### src/sv/arbw_pkg.sv
// Shared types and constants for the alpha recovery core.
`default_nettype none
package arbw_pkg;

    localparam int PIX_W     = 32;
    localparam int BYTE_W    = 8;
    localparam int COLOR_W   = 16;
    localparam int NUM_W     = 17;  // byte * 512 + alpha
    localparam int DEN_W     = 9;   // 2 * alpha
    localparam int LANES     = 3;
    localparam int DIV_STEPS = NUM_W;
    localparam int CNT_W     = $clog2(DIV_STEPS);
    localparam int ALPHA_LSB = 24;

    localparam logic [BYTE_W-1:0] ALPHA_FULL = 8'hFF;

    typedef logic [LANES-1:0][NUM_W-1:0]   t_num_vec;
    typedef logic [LANES-1:0][COLOR_W-1:0] t_color_vec;

    // controller -> datapath
    typedef struct packed {
        logic accept;     // input transaction this cycle
        logic load_item;  // load output register from the current item
        logic load_pend;  // capture last-pixel summary, start divider
        logic div_step;   // one restoring-division step
        logic load_sum;   // load output register from the pending summary
    } t_cmd;

    // datapath -> controller
    typedef struct packed {
        logic out_valid;
    } t_status;

endpackage
`default_nettype wire

### src/sv/arbw_div.sv
// Three-lane bit-serial restoring divider with a shared divisor.
`default_nettype none
module arbw_div (
    input  wire                   i_clk,
    input  wire                   i_start,
    input  wire                   i_step,
    input  arbw_pkg::t_num_vec    i_num,
    input  wire  [arbw_pkg::DEN_W-1:0] i_den,
    output arbw_pkg::t_color_vec  o_quot
);
    import arbw_pkg::*;

    logic [DEN_W-1:0]              r_den;
    logic [LANES-1:0][NUM_W-1:0]   r_q;
    logic [LANES-1:0][DEN_W-1:0]   r_rem;
    logic [LANES-1:0][NUM_W-1:0]   n_q;
    logic [LANES-1:0][DEN_W-1:0]   n_rem;

    always_comb begin
        logic [DEN_W:0] sh;
        logic [DEN_W:0] diff;
        for (int l = 0; l < LANES; l++) begin
            sh   = {r_rem[l], r_q[l][NUM_W-1]};
            diff = sh - {1'b0, r_den};
            if (sh >= {1'b0, r_den}) begin
                n_rem[l] = diff[DEN_W-1:0];
                n_q[l]   = {r_q[l][NUM_W-2:0], 1'b1};
            end else begin
                n_rem[l] = sh[DEN_W-1:0];
                n_q[l]   = {r_q[l][NUM_W-2:0], 1'b0};
            end
        end
    end

    always_ff @(posedge i_clk) begin
        if (i_start) begin
            r_den <= i_den;
            for (int l = 0; l < LANES; l++) begin
                r_q[l]   <= i_num[l];
                r_rem[l] <= '0;
            end
        end else if (i_step) begin
            r_q   <= n_q;
            r_rem <= n_rem;
        end
    end

    // quotient never exceeds 16 bits for these operands
    always_comb begin
        for (int l = 0; l < LANES; l++) begin
            o_quot[l] = r_q[l][COLOR_W-1:0];
        end
    end

endmodule
`default_nettype wire

### src/sv/arbw_datapath.sv
// Datapath: alpha recovery, frame delta tracking, summary and output register.
`default_nettype none
module arbw_datapath (
    input  wire                         i_clk,
    input  wire                         i_rst_n,
    input  arbw_pkg::t_cmd              i_cmd,
    input  wire  [arbw_pkg::PIX_W-1:0]  i_blk,
    input  wire  [arbw_pkg::PIX_W-1:0]  i_wht,
    input  wire                         i_last,
    input  wire                         i_empty,
    input  wire                         i_out_ready,
    output arbw_pkg::t_status           o_status,
    output logic [arbw_pkg::PIX_W-1:0]  o_pix,
    output logic                        o_pix_valid,
    output logic                        o_sum_valid,
    output logic                        o_uni_alpha,
    output logic                        o_uni_color,
    output arbw_pkg::t_color_vec        o_color,
    output logic [arbw_pkg::BYTE_W-1:0] o_frame_alpha
);
    import arbw_pkg::*;

    logic [PIX_W-1:0]  r_first;
    logic [PIX_W-1:0]  r_accum;
    logic              r_have;

    logic [PIX_W-1:0]  r_pend_pix;
    logic              r_pend_ua;
    logic              r_pend_uc;
    logic [BYTE_W-1:0] r_pend_fa;
    logic              r_pend_div;

    logic              r_out_valid;
    logic [PIX_W-1:0]  r_out_pix;
    logic              r_out_pv;
    logic              r_out_sv;
    logic              r_out_ua;
    logic              r_out_uc;
    t_color_vec        r_out_color;
    logic [BYTE_W-1:0] r_out_fa;

    logic [BYTE_W-1:0] alpha;
    logic [PIX_W-1:0]  pix;
    logic [PIX_W-1:0]  first_eff;
    logic [PIX_W-1:0]  accum_eff;
    logic [BYTE_W-1:0] fa;
    logic              ua;
    logic              uc;
    t_num_vec          div_num;
    logic [DEN_W-1:0]  div_den;
    t_color_vec        quot;

    always_comb begin
        alpha     = ALPHA_FULL + i_blk[15:8] - i_wht[15:8];
        pix       = {alpha, i_blk[ALPHA_LSB-1:0]};
        first_eff = r_have ? r_first : pix;
        accum_eff = (r_have ? r_accum : '0) | (first_eff ^ pix);
        fa        = first_eff[PIX_W-1:ALPHA_LSB];
        ua        = (accum_eff[PIX_W-1:ALPHA_LSB] == '0);
        uc        = ua && (accum_eff[ALPHA_LSB-1:0] == '0);
        div_den   = {fa, 1'b0};
        for (int l = 0; l < LANES; l++) begin
            div_num[l] = {first_eff[l*BYTE_W +: BYTE_W], {(NUM_W-BYTE_W){1'b0}}}
                       + {{(NUM_W-BYTE_W){1'b0}}, fa};
        end
    end

    arbw_div u_div (
        .i_clk   (i_clk),
        .i_start (i_cmd.load_pend),
        .i_step  (i_cmd.div_step),
        .i_num   (div_num),
        .i_den   (div_den),
        .o_quot  (quot)
    );

    // frame state
    always_ff @(posedge i_clk) begin
        if (!i_rst_n) begin
            r_first <= '0;
            r_accum <= '0;
            r_have  <= 1'b0;
        end else if (i_cmd.accept) begin
            if (i_empty || i_last) begin
                r_first <= '0;
                r_accum <= '0;
                r_have  <= 1'b0;
            end else begin
                r_first <= first_eff;
                r_accum <= accum_eff;
                r_have  <= 1'b1;
            end
        end
    end

    always_ff @(posedge i_clk) begin
        if (i_cmd.load_pend) begin
            r_pend_pix <= pix;
            r_pend_ua  <= ua;
            r_pend_uc  <= uc;
            r_pend_fa  <= ua ? fa : '0;
            r_pend_div <= uc && (fa != '0);
        end
    end

    // output register
    always_ff @(posedge i_clk) begin
        if (!i_rst_n) begin
            r_out_valid <= 1'b0;
        end else if (i_cmd.load_item || i_cmd.load_sum) begin
            r_out_valid <= 1'b1;
        end else if (i_out_ready) begin
            r_out_valid <= 1'b0;
        end
    end

    always_ff @(posedge i_clk) begin
        if (i_cmd.load_item) begin
            r_out_color <= '0;
            if (i_empty) begin
                r_out_pix <= '0;
                r_out_pv  <= 1'b0;
                r_out_sv  <= 1'b1;
                r_out_ua  <= 1'b1;
                r_out_uc  <= 1'b1;
                r_out_fa  <= ALPHA_FULL;
            end else begin
                r_out_pix <= pix;
                r_out_pv  <= 1'b1;
                r_out_sv  <= 1'b0;
                r_out_ua  <= 1'b0;
                r_out_uc  <= 1'b0;
                r_out_fa  <= '0;
            end
        end else if (i_cmd.load_sum) begin
            r_out_pix   <= r_pend_pix;
            r_out_pv    <= 1'b1;
            r_out_sv    <= 1'b1;
            r_out_ua    <= r_pend_ua;
            r_out_uc    <= r_pend_uc;
            r_out_fa    <= r_pend_fa;
            r_out_color <= r_pend_div ? quot : '0;
        end
    end

    assign o_status.out_valid = r_out_valid;
    assign o_pix              = r_out_pix;
    assign o_pix_valid        = r_out_pv;
    assign o_sum_valid        = r_out_sv;
    assign o_uni_alpha        = r_out_ua;
    assign o_uni_color        = r_out_uc;
    assign o_color            = r_out_color;
    assign o_frame_alpha      = r_out_fa;

endmodule
`default_nettype wire

### src/sv/arbw_ctrl.sv
// Controller: input handshake, divider sequencing and summary load.
`default_nettype none
module arbw_ctrl (
    input  wire                i_clk,
    input  wire                i_rst_n,
    input  wire                i_in_valid,
    input  wire                i_in_last,
    input  wire                i_in_empty,
    input  wire                i_out_ready,
    input  arbw_pkg::t_status  i_status,
    output logic               o_in_ready,
    output arbw_pkg::t_cmd     o_cmd
);
    import arbw_pkg::*;

    localparam logic [1:0] ST_RUN = 2'd0;
    localparam logic [1:0] ST_DIV = 2'd1;
    localparam logic [1:0] ST_SUM = 2'd2;

    logic [1:0]       r_state;
    logic [1:0]       n_state;
    logic [CNT_W-1:0] r_cnt;
    logic [CNT_W-1:0] n_cnt;
    logic             out_free;
    logic             accept;

    assign out_free   = !i_status.out_valid || i_out_ready;
    assign o_in_ready = (r_state == ST_RUN) && out_free;
    assign accept     = i_in_valid && o_in_ready;

    always_comb begin
        n_state = r_state;
        n_cnt   = r_cnt;
        o_cmd   = '0;
        o_cmd.accept = accept;
        unique case (r_state)
            ST_RUN: begin
                if (accept) begin
                    if (!i_in_empty && i_in_last) begin
                        o_cmd.load_pend = 1'b1;
                        n_cnt           = '0;
                        n_state         = ST_DIV;
                    end else begin
                        o_cmd.load_item = 1'b1;
                    end
                end
            end
            ST_DIV: begin
                o_cmd.div_step = 1'b1;
                n_cnt          = r_cnt + 1'b1;
                if (r_cnt == CNT_W'(DIV_STEPS - 1)) begin
                    n_state = ST_SUM;
                end
            end
            ST_SUM: begin
                if (out_free) begin
                    o_cmd.load_sum = 1'b1;
                    n_state        = ST_RUN;
                end
            end
            default: begin
                n_state = ST_RUN;
            end
        endcase
    end

    always_ff @(posedge i_clk) begin
        if (!i_rst_n) begin
            r_state <= ST_RUN;
            r_cnt   <= '0;
        end else begin
            r_state <= n_state;
            r_cnt   <= n_cnt;
        end
    end

endmodule
`default_nettype wire

### src/sv/alpha_recover_black_white_core.sv
// Top level of the alpha recovery core: pixel pairs in, alpha pixels and frame summary out.
//
//  channel    dir  tdata                                         tlast          tuser
//  s_axis     in   [31:0] black, [63:32] white                   last_pixel     [0] empty_frame
//  m_axis     out  [31:0] pixel, [47:32] low, [63:48] mid,       summary_valid  [0] pixel_valid,
//                  [79:64] high, [87:80] frame_alpha                            [1] uni_alpha,
//                                                                               [2] uni_color
//
// Ordinary pixels and empty-frame items may stream back to back while the output is drained.
// A last pixel runs the 17-step bit-serial divider (three lanes, one shared divisor), so
// no new transaction is taken until the divider is done and the summary is loaded.
// Synchronous active-low reset clears frame state and control; no clearing pass.
// A single output register parts the two sides; input is held off only when that register
// is full and not drained, or while the divider runs or the summary waits for the register.
`default_nettype none
module alpha_recover_black_white_core (
    input  wire         i_clk,
    input  wire         i_rst_n,
    input  wire         i_s_axis_tvalid,
    output logic        o_s_axis_tready,
    input  wire  [63:0] i_s_axis_tdata,   // black_pixel, white_pixel
    input  wire         i_s_axis_tlast,
    input  wire  [0:0]  i_s_axis_tuser,   // empty_frame
    output logic        o_m_axis_tvalid,
    input  wire         i_m_axis_tready,
    output logic [87:0] o_m_axis_tdata,   // pixel_out, color_low, color_mid, color_high,
                                          // frame_alpha
    output logic        o_m_axis_tlast,
    output logic [2:0]  o_m_axis_tuser    // pixel_valid, uni_alpha, uni_color
);
    import arbw_pkg::*;

    t_cmd              cmd;
    t_status           status;
    logic [PIX_W-1:0]  pix;
    logic              pix_valid;
    logic              uni_alpha;
    logic              uni_color;
    t_color_vec        color;
    logic [BYTE_W-1:0] frame_alpha;

    arbw_ctrl u_ctrl (
        .i_clk       (i_clk),
        .i_rst_n     (i_rst_n),
        .i_in_valid  (i_s_axis_tvalid),
        .i_in_last   (i_s_axis_tlast),
        .i_in_empty  (i_s_axis_tuser[0]),
        .i_out_ready (i_m_axis_tready),
        .i_status    (status),
        .o_in_ready  (o_s_axis_tready),
        .o_cmd       (cmd)
    );

    arbw_datapath u_dp (
        .i_clk         (i_clk),
        .i_rst_n       (i_rst_n),
        .i_cmd         (cmd),
        .i_blk         (i_s_axis_tdata[31:0]),
        .i_wht         (i_s_axis_tdata[63:32]),
        .i_last        (i_s_axis_tlast),
        .i_empty       (i_s_axis_tuser[0]),
        .i_out_ready   (i_m_axis_tready),
        .o_status      (status),
        .o_pix         (pix),
        .o_pix_valid   (pix_valid),
        .o_sum_valid   (o_m_axis_tlast),
        .o_uni_alpha   (uni_alpha),
        .o_uni_color   (uni_color),
        .o_color       (color),
        .o_frame_alpha (frame_alpha)
    );

    assign o_m_axis_tvalid = status.out_valid;
    assign o_m_axis_tdata  = {frame_alpha, color[2], color[1], color[0], pix};
    assign o_m_axis_tuser  = {uni_color, uni_alpha, pix_valid};

endmodule
`default_nettype wire
### config.mk
export PLATFORM = sky130hd
export DESIGN_NAME = alpha_recover_black_white_core
export DESIGN_NICKNAME = d
export VERILOG_FILES = /design/src/sv/arbw_pkg.sv /design/src/sv/arbw_div.sv /design/src/sv/arbw_datapath.sv /design/src/sv/arbw_ctrl.sv /design/src/sv/alpha_recover_black_white_core.sv
export SDC_FILE = /design/constraint.sdc
export NUM_CORES = 1
export LEC_CHECK = 0
export ABC_AREA = 1
export BUFFER_PORTS_ARGS = -buffer_cell sky130_fd_sc_hd__buf_2
export CAP_MARGIN = 15
export CORE_AREA = 2 2 169 187
export CTS_BUF_LIST = sky130_fd_sc_hd__clkbuf_8
export DETAILED_ROUTE_END_ITERATION = 10
export DIE_AREA = 0 0 171 189
export PLACE_DENSITY = 0.68
export SLEW_MARGIN = 20
export SYNTH_ARGS = -nofsm -noshare
export SYNTH_HDL_FRONTEND = slang
export SYNTH_SLANG_ARGS = --single-unit
### constraint.sdc
create_clock -name i_clk -period 2.5 [get_ports i_clk]
set_input_delay 0.25 -clock i_clk [delete_from_list [all_inputs] [get_ports i_clk]]
set_output_delay 0.25 -clock i_clk [all_outputs]
set_load 0.1 [all_outputs]
# After elaboration in Yosys (flattened, before gate mapping)
# Cells that the tools add are included.
# op_classes
n_addsub,9
order_cmp,3
eq_ne,7
mux,46
bitwise_logic,2
n_reduce_logical,20
# ops
operator,count
2-to-1 mux 32 bit,7
2-to-1 mux 51 bit,2
adder 17 x 8 -> 17 bit,3
2-to-1 mux 48 bit,1
OR 32 bit,1
bitwise XOR 32 bit,1
>= comparator 10 x 9 -> 1 bit,3
2-to-1 mux 9 bit,3
subtractor 9 bit,3
logical NOT 24 bit,1
2-to-1 mux 8 bit,3
2-to-1 mux 1 bit,20
2-to-1 mux 2 bit,6
2-to-1 mux 5 bit,2
one-hot mux 5 bit (2 select lines),1
adder 8 bit (first input constant),1
logical NOT 8 bit,1
nonzero test 2 bit,4
nonzero test 8 bit,1
subtractor 8 bit,1
!= test 2 x 1 -> 1 bit (second input constant),3
one-hot mux 2 bit (3 select lines),1
adder 5 x 1 -> 5 bit (second input constant),1
equality test 5 bit (second input constant),1
other kinds (9),16
# word_totals
ff_bits,294
out_inout_bits,94
wordCells,114

# Depth between registers and ports, before layout
# Gate-level depths: netlist of the first run.
# logic_depth
word_depth,8
ltp_mapped,15
mapped_depth_nobuf,15

# Cells and area by module
# From an unflattened synthesis of the first run, not the netlist that was laid out.
# unflattened
hier_cells,1862
hier_area_um2,14830.5
# modules_own_cells
mod,n_inst,cells_each,area_per_inst_um2,seq_area_each_um2
arbw_datapath,1,1042,8692.1,4894.7
arbw_div,1,740,5615.4,2342.2
arbw_ctrl,1,77,500.5,140.1
alpha_recover_black_white_core,1,3,22.5,0.0

# Least setup slack after synthesis of the first run
# Ideal clock, no wire load.
# synth_timing
kind,reg2reg
startpoint,register u_dp.r_out_valid (netlist: u_dp.o_status)
endpoint,register u_dp.r_out_fa[0] (netlist: u_dp.o_frame_alpha[0]) (enable)
setup_time_ns,0.403
arrival_time_ns,2.729
path_slack_ns,-0.632
stages_incl_launch_ff,8
path_buffers,0
synth_period_minus_slack_ns,3.132
cell_sequence,dfxtp_1 inv_1 nor2_2 nor2_4 nand2_2 inv_2 nand2_4 nand2_1
# synth_via
elab_chain_len,7
elab_cells_between_ends,9
cone_classes,mux (4); reduce/logical (5)
# synth_lines
element,line_no,text
"start, declared",arbw_datapath.sv:33,logic r_out_valid;
"start signal, assigned",arbw_datapath.sv:109,r_out_valid <= 1'b0;
"start signal, assigned",arbw_datapath.sv:111,r_out_valid <= 1'b1;
"start signal, assigned",arbw_datapath.sv:113,r_out_valid <= 1'b0;
logical NOT 1 bit,arbw_ctrl.sv:27,assign out_free = !i_status.out_valid || i_out_ready;
logical OR 1 bit,arbw_ctrl.sv:27,
logical AND 1 bit,arbw_ctrl.sv:28,assign o_in_ready = (r_state == ST_RUN) && out_free;
net o_s_axis_tready,alpha_recover_black_white_core.sv:20,"output logic o_s_axis_tready,"
logical AND 1 bit,arbw_ctrl.sv:29,assign accept = i_in_valid && o_in_ready;
2-to-1 mux 2 bit,arbw_ctrl.sv:38,if (accept) begin
2-to-1 mux 2 bit,arbw_ctrl.sv:36,unique case (r_state)
nonzero test 2 bit (no line),-,
"end signal, assigned",arbw_datapath.sv:141,r_out_fa <= r_pend_fa;
"end, declared",arbw_datapath.sv:40,logic [BYTE_W-1:0] r_out_fa;
# The timed path passes the listed nets, and every way through them passes these cells.
# A chain may end at the register's enable or synchronous reset.

# Worst setup path after layout of the first run
# layout_timing
startpoint,input port i_s_axis_tdata[9]
endpoint,"register u_dp.u_div.r_q (netlist bit u_dp.u_div.o_quot[38]), data pin"
# layout_via
elab_chain_len,5
# layout_lines
element,line_no,text
"start, declared",alpha_recover_black_white_core.sv:21,"input wire [63:0] i_s_axis_tdata,"
adder 8 bit,arbw_datapath.sv:54,alpha = ALPHA_FULL + i_blk[15:8] - i_wht[15:8];
subtractor 8 bit,arbw_datapath.sv:54,
2-to-1 mux 32 bit,arbw_datapath.sv:56,first_eff = r_have ? r_first : pix;
adder 17 x 8 -> 17 bit,arbw_datapath.sv:64,"+ {{(NUM_W-BYTE_W){1'b0}}, fa};"
2-to-1 mux 51 bit,arbw_div.sv:36,if (i_start) begin
"end signal, assigned by index",arbw_div.sv:39,r_q[l] <= i_num[l];
"end signal, assigned",arbw_div.sv:43,r_q <= n_q;
"end, declared",arbw_div.sv:14,logic [LANES-1:0][NUM_W-1:0] r_q;
# Every way passes these cells.

==> results of run 1 <==
## final cells by class
| cell class | count | area [sq um] | share of cell area |
|---|---|---|---|
| repair buffers | 192 | 1230 | 0.0778 |
| diodes | 2 | 5.00 | 0.000318 |
| well taps | 414 | 518 | 0.0329 |
| flip-flops and latches | 294 | 7350 | 0.466 |
| clock buffers | 54 | 743 | 0.0472 |
| inverters | 143 | 537 | 0.0341 |
| clock inverters | 37 | 195 | 0.0124 |
| multi-input cells | 1064 | 5190 | 0.329 |
## Yosys cell counts (all sizes together)
cell    count
nor2       69
o211ai      1
nand4      11
edfxtp    146
ha         33
nand2     471
clkinv      2
xnor2       7
clkbuf     45
a31oi       3
a21oi     156
nand3     118
o21a       25
o31ai       4
xor2        7
dfxtp     148
nand3b      2
fa          4
nor3        6
o22ai       2
or2         3
buf        38
o21ai     137
a211oi      2
and2        1
o21bai      1
inv       141
a22o        1
## power by group through the flow
stage          Sequential (uW)  Clock, uW  Combinational [uW]
2_1_floorplan             6110          0                1790
3_3_place_gp              5770          0                2700
3_5_place_dp              5780          0                2780
4_1_cts                   5680       4160                2820
5_1_grt                   5720       4370                3160
6_report                  5690       4070                2830
## per-stage QoR
stage / utilization / hold slack (ns) / power [uW] / instances / worst slack, ns
6_report: 0.519 / 0.0365 / 12600 / 2200 / 0.173
5_1_grt: 0.519 / 0.0264 / 13300 / 2200 / 0.0474
4_1_cts: 0.519 / 0.0291 / 12700 / 2198 / 0.216
3_5_place_dp: 0.480 / 0.449 / 8560 / 2082 / 0.0140
3_3_place_gp: 0.480 / 0.437 / 8470 / 2082 / 0.0478
2_1_floorplan: - / 0.349 / 7900 / 1584 / 0.0196
## cell families (layout without fill, tap and decap cells)
family	after synthesis	after routing
compound gates	332	332
xor+xnor	14	14
buf+inv	226	426
other cells	0	2
fa+ha+maj	37	37
flops	294	294
simple gates	681	681
## final timing paths
kind	end	depth (start not counted)
max	u_dp.u_div.o_quot[38]	14
max reg2reg	u_dp.u_div.r_rem[16]	10
min	u_dp.r_pend_pix[8]	2
min reg2reg	u_dp.o_color[2]	2
## routing by layer
layer	vias up	GRT usage	part of all wire
li1	5598	-	-
met1	5186	0.288	0.46
met2	300	0.330	0.46
met3	63	0.0330	0.055
met4	0	0.0668	0.024
met5	-	0	0
## sequential cells by signal, summed over array words and instances (netlist names), 2 cells and up
register            count
u_dp.u_div.r_den        8
u_dp.u_div.r_q          3
u_dp.u_div.o_quot      48
u_dp.o_pix             32
u_dp.u_div.r_rem       27
u_dp.o_color           48
u_dp.r_first           32
u_dp.r_accum           32
u_ctrl.r_state          2
u_dp.o_frame_alpha      8
u_dp.r_pend_pix        32
u_ctrl.r_cnt            5
u_dp.r_pend_fa          8
## layout by cell type, fill, tap and decap left out, types with 6 or more instances in the layout
cell,synthesis,routed
a21oi_1,156,156
buf_2,19,131
buf_4,10,32
clkbuf_8,0,54
clkinv_1,2,8
clkinv_2,0,10
dfxtp_1,148,146
dlygate4sd3_1,0,25
edfxtp_1,146,146
ha_1,33,33
inv_1,137,155
nand2_1,467,465
nand3_1,117,117
nand4_1,11,11
nor2_1,64,64
nor3_1,6,6
o21a_1,25,25
o21ai_0,102,102
o21ai_1,34,34
xnor2_1,7,7
xor2_1,7,7
==> summary by stage, run 1 <==
Status
The flow ran to the end, and the final reports show no timing, DRC or antenna violations.

Placement
The HPWL after detailed placement is between 20000 and 25000 um. In this run the tool buffered the top-level ports with ~130 buffer cells. The routability congestion estimate from global placement is between 0.8 and 0.9. Once placement finished, the instance area stood at ~15000 sq um.

Clock network
In this run the clock root is driven by a clkbuf_8. The quantity of hold-fixing buffers added after cts is 25. The later pin in the worst-skew pair is clocked with a latency of around 0.59 ns. No sink is reached through more buffers than the 3 on the longest clock path. The H-tree generated during clock tree synthesis spans 2 levels. Post-CTS timing repair inserted 0 buffers for setup.

The clock-pin slew reported for the worst setup and hold paths after clock tree synthesis is approximately 0.06 ns. The CTS sink count is a little under 300. The number of clock buffers added by TritonCTS is just under 50.

In this run, post-CTS repair resized a total of 0 instances. The TritonCTS clock tree is yes.

Finish
The filler cell count in the final layout is 2852. The area growth from synthesis to layout is 16.9%. After routing the design area is roughly 16000 sq um. The final-stage net count is between 1500 and 2000.

Of the cells placed in the final design, the portion with a size suffix greater than 1 is 0.143.

Floorplan
The area of the die is around 32000 sq um. The overall die height is approximately 190 um. In this run the core area contains 67 standard-cell rows. After floorplanning, the core was sized to cover between 30000 and 40000 sq um. In this run the count of I/O pins placed on the die edge is roughly 160.

For this configuration, the core starts out at a cell density of 0.444. The horizontal die dimension is 171 um.

Power and ir drop
The internal portion of the total power is about 8500 uW. Power spread over the standard cell area amounts to about 800 nW/um^2. The share of total power dissipated in sequential elements is 0.452. The share of total power dissipated in the clock network is 0.323.

The worst-case IR drop observed on VDD is between 0.4 and 0.5 mV. The switching power share of the total is 0.328. The share of total power dissipated in combinational logic is 0.225. Summed over all cells, the static leakage comes to around 0.0067 uW.

For this design the total switching power over the nets is between 4000 and 5000 uW.

Route
The final routed DRC violation total is 0. After detailed routing, the number of vias per cell comes to a little over 5. The overall via count from detail_route is about 11000. The mean routed wirelength per cell is about 15 um. The violation count after the first detailed-route iteration is 1104. The number of nets still failing antenna checks after routing is 0. The total iterations of the first detailed-routing run is 7. The total wirelength of the detailed-routed design is roughly 34000 um.

Critical path
The critical path class is primary input to flip-flop. The startpoint identified for the worst register-to-register timing path is u_dp.u_div.r_den[1]. The type of origin of the critical path is a primary input.

The highest net fanout along the worst path is 3. The delay of the slowest cell on the worst path is about 0.52 ns. The critical path endpoint category is a flip-flop. The largest delay contributor family on the critical path is buffers and inverters. The most numerous cell on the critical path is nand2_1. The setup slack on the worst flop-to-flop path is 0.25 ns. On the critical path, the stage with the largest delay is an instance of dlygate4sd3_1. The number of buffers and inverters on the critical path is 5. At the worst endpoint, the arrival time is around 2.7 ns. STA puts the critical path data required time at between 2 and 3 ns. The first element of the critical path is i_s_axis_tdata[9]. The signal on the critical path passes through dlygate4sd3_1 -> buf_2 -> inv_1 -> fa_1 -> inv_1 -> nand2_1 -> nand2_1 -> nand3_1 -> nand3_1 -> nand3_1 -> o21ai_0 -> inv_1 -> nand2_1 -> nand2_1.

Yosys
The mean cell area of the mapped netlist is 8.51 sq um. The adder and majority gate portion of the synthesized area is 0.0366. The combinational family with the most area after synthesis is simple AND/OR/NAND/NOR gates. The number of different library cells used by synthesis comes to 39.

Of the post-synthesis cell area, the part taken by muxes is 0. Of all cell types, the one taking the most synthesized area is edfxtp_1. Of the post-synthesis cell area, the dominant cell type holds 0.325. The total standard cell area after synthesis is approximately 13000 sq um.

The Yosys step of the flow raised 0 warnings. The post-synthesis compound-gate area fraction was 0.130. Of the total synthesized cell area, the portion taken by XOR and XNOR cells is 0.00910. The synthesized design contains 294 register bits. The number of nets in the synthesized netlist is between 1500 and 2000. Synthesis produced 1584 cells. The sequential-to-total area share from yosys stat is 0.545. By area the synthesized netlist is led by edfxtp_1, dfxtp_1, nand2_1. The area fraction in and, or, nand and nor cells after synthesis is 0.208.

Timing
The final-report max-slew violation count came to 0. The sum of negative setup slack is 0 ns. For the final database, setup skew stands at 0.0385 ns.

The worst slew margin relative to its limit is 0.480. The final critical-path required period is 2.33 ns. The share of the cycle needed by the critical path after routing is 0.931. The slew at the pin closest to its max-slew limit is about 0.78 ns. Setup repair after global routing left no endpoint under its margin. Setup violations remaining at the end of the flow were counted as 0. Derived from the worst setup path, the maximum achievable clock frequency is ~0.43 GHz. The final hold violation count is 0.

GRT
The number of global-route vias before repair came to 10300. The pin count of the biggest net entering global routing is slightly above 70. The initial antenna violation count came to 2. The overall track demand over capacity in global routing is 0.207. The total overflow left after global routing is 0. The first-pass GRT wire length is around 53000 um.

Hold path
The startpoint of the worst hold path is i_s_axis_tdata[8]. The class of the worst hold path is primary input to flip-flop.

Run
The tool flagged a number of max-cap violations equal to 0.
Note: power is estimated with default switching activity, not from simulation.
==> run 2: changes to the inputs <==
--- a/config.mk
+++ b/config.mk
@@ -12,7 +12,7 @@
 export CTS_BUF_LIST = sky130_fd_sc_hd__clkbuf_8
 export DETAILED_ROUTE_END_ITERATION = 10
 export DIE_AREA = 0 0 171 189
-export PLACE_DENSITY = 0.68
+export PLACE_DENSITY = 0.66
 export SLEW_MARGIN = 20
 export SYNTH_ARGS = -nofsm -noshare
 export SYNTH_HDL_FRONTEND = slang
==> summary by stage, run 2 (synthesis results as in run 1) <==
Status
The flow ran to the end, and the final reports show no timing, DRC or antenna violations.

Placement
The routability congestion estimate from global placement was 0.836 (+0.91%). The number of instances in the placed design was 2088 (+0.29%). The final HPWL from detailed placement is 23000 um (+2.4%). The count of buffers inserted at the top-level ports came to 131 (unchanged).

Clock network
TritonCTS built the clock tree. The clock-pin slew reported for the worst setup and hold paths after clock tree synthesis was 0.06 ns (about the same). The clock insertion delay at the later pin of the skew report is 0.60 ns (about the same). The cell sitting at the root of the clock tree is a clkbuf_8.

The number of clock buffers inserted by TritonCTS was 50 (+2.0%). The number of levels in the clock H-tree was 2 (unchanged). The number of buffers inserted to repair setup after CTS is 0 (unchanged). The maximum count of clock buffers along a single path came to 3 (unchanged).

The CTS sink count is 294 (unchanged).

Timing
The total setup violations reported at the end of the flow is 0 (unchanged). The final-report max-slew violation count came to 0 (unchanged). Setup repair after global routing left no endpoint under its margin. The share of the cycle needed by the critical path after routing came to 0.920 (-0.0105).

The worst slew margin relative to its limit came to 0.499 (+0.0192). The slew at the pin closest to its max-slew limit is 0.752 ns (-0.0287 ns). The sum of negative setup slack is 0 ns (unchanged).

The maximum clock frequency is 0.435 GHz (+1.1%). The final hold violation count is 0 (unchanged). The final critical-path required period is 2.30 ns (-0.0262 ns). The worst hold slack across all endpoints is 0.0293 ns (-0.00721 ns). The worst-case clock skew is 0.0188 ns (-0.0197 ns).

Finish
The final cell count without fillers is 2210 (+0.45%). The library cells used most frequently in the layout, excluding fill and tap cells, are nand2_1, inv_1, a21oi_1. The most frequent standard cell in the layout excluding fill and tap cells is nand2_1. The filler cell count in the final layout is 2893 (+1.4%). The final-stage net count came to 1858 (+0.38%).

From synthesis to final layout, the design area changed by 18.5%. The fraction of final layout cells with drive strength greater than 1 was 0.147 (+0.00374).

Floorplan
The horizontal die dimension came to 171 um (unchanged). The number of rows in the core area is 67 (unchanged). The overall die height was 189 um (unchanged). The number of primary I/O pins is 164 (unchanged). The starting density of the core is 0.444 (unchanged). The area of the die is 32300 sq um (unchanged). The area of the core region is 30300 sq um (unchanged).

Route
The violation count after the first detailed-route iteration is 886 (-20%). The number of nets still failing antenna checks after routing is 0 (unchanged). The mean routed wirelength per cell was 15.3 um (-0.80%). The total wirelength of the detailed-routed design is 33700 um (-0.35%). The final routed DRC violation total is 0 (unchanged). The overall via count from detail_route came to 11200 (+0.34%). The ratio of routed vias to standard cells was 5.06 (-0.11%). The total iterations of the first detailed-routing run is 5 (-2).

Hold path
The class of the worst hold path is primary input to flip-flop. The startpoint of the worst hold path is i_s_axis_tdata[8].

Power and ir drop
The maximum vdd drop is 0.485 mV (+14%). The power density over cell area came to 820 nW/um^2 (+2.6%). The leakage power of the design is 0.00678 uW (+1.6%).

GRT
The initial antenna violation count came to 3 (+1). The pin count of the biggest net entering global routing was 71 (unchanged). The first-pass GRT wire length is 54300 um (+1.6%).

The met1 usage in global routing is 0.284 (-0.00472). The overall track demand over capacity in global routing is 0.210 (+0.00324). After global routing, the most crowded layer is met2. The final global-route overflow total is 0 (unchanged). The met3 track demand over resource in global routing was 0.0345 (+0.00146). The number of global-route vias before repair came to 10700 (+3.2%). The met2 track demand over resource in global routing is 0.341 (+0.0109).

Critical path
The critical path endpoint category is a flip-flop. The data arrival at the endpoint of the critical path is 2.64 ns (-0.02 ns). The type of origin of the critical path is a primary input. The critical path starts at i_s_axis_tdata[9]. The highest net fanout along the worst path is 3 (unchanged). The data required time of the critical path is 2.84 ns (about the same). The critical path class is primary input to flip-flop. The worst flop-to-flop path startpoint is u_dp.u_div.r_den[1].

Run
The count of maximum capacitance violations is 0 (unchanged).
## run 2: cell count changes in the layout (fill, tap and decap cells not counted), moves of 2 or more
cell,before,now
buf_12,4,6
clkinv_2,10,4
inv_1,155,158
buf_4,32,36
bufinv_16,1,5
clkbuf_8,54,56
## run 2: report_power, final
group	switching, uW	total (uW)	internal, uW
clock	1990	4570	2590
sequential	207	5700	5490
combinational	1940	2830	888
total	4140	13100	8970
## run 2: worst max-delay path, stage by stage
cell	delay, ns
dlygate4sd3_1	0.52
buf_2	0.11
inv_1	0.11
fa_1	0.46
inv_1	0.09
nand2_1	0.08
nand2_1	0.10
nand3_1	0.11
nand3_1	0.13
nand3_1	0.11
o21ai_0	0.18
inv_1	0.17
nand2_1	0.16
nand2_1	0.06
## run 2: path summary, 6_finish.rpt
| kind | endpoint | slack [ns] | depth (start not counted) |
|---|---|---|---|
| setup / recovery | u_dp.u_div.o_quot[22] | 0.20 | 14 |
| hold reg to reg | u_dp.u_div.r_rem[26] | 0.46 | 2 |
| setup reg to reg | u_dp.u_div.r_rem[16] | 0.24 | 10 |
| hold / removal | u_dp.r_pend_pix[8] | 0.03 | 2 |
## run 2: layout make-up
class | instances | area (sq um) | area share
inverter | 143 | 537 | 0.0336
clock buffer | 56 | 771 | 0.0483
sequential | 294 | 7350 | 0.460
antenna | 3 | 7.51 | 0.000470
timing repair buffer | 198 | 1300 | 0.0812
tap | 414 | 518 | 0.0324
clock inverter | 38 | 303 | 0.0190
multi-input combinational | 1064 | 5190 | 0.325
## run 2: what timing repair did
item / CTS / global route
endpoints found under the setup margin: 0 / 3
hold buffers: 25 / 0
endpoints found under the hold margin: 26 / 0
resized for setup: 0 / 1
## run 2: per-stage QoR
stage	util	worst slack [ns]	cell area [sq um]	total power (uW)
floorplan	-	0.0196	13500	7900
global placement	0.482	0.0447	14600	8500
detailed placement	0.482	0.0201	14600	8580
CTS	0.526	0.209	16000	13200
global route	0.526	0.0136	16000	13800
finish	0.526	0.199	16000	13100
## run 2: per-layer routing
layer  up-vias  part of all wire
li1       5619                 -
met1      5177              0.45
met2       323              0.46
met3        66             0.054
met4         0             0.031
met5         -                 0
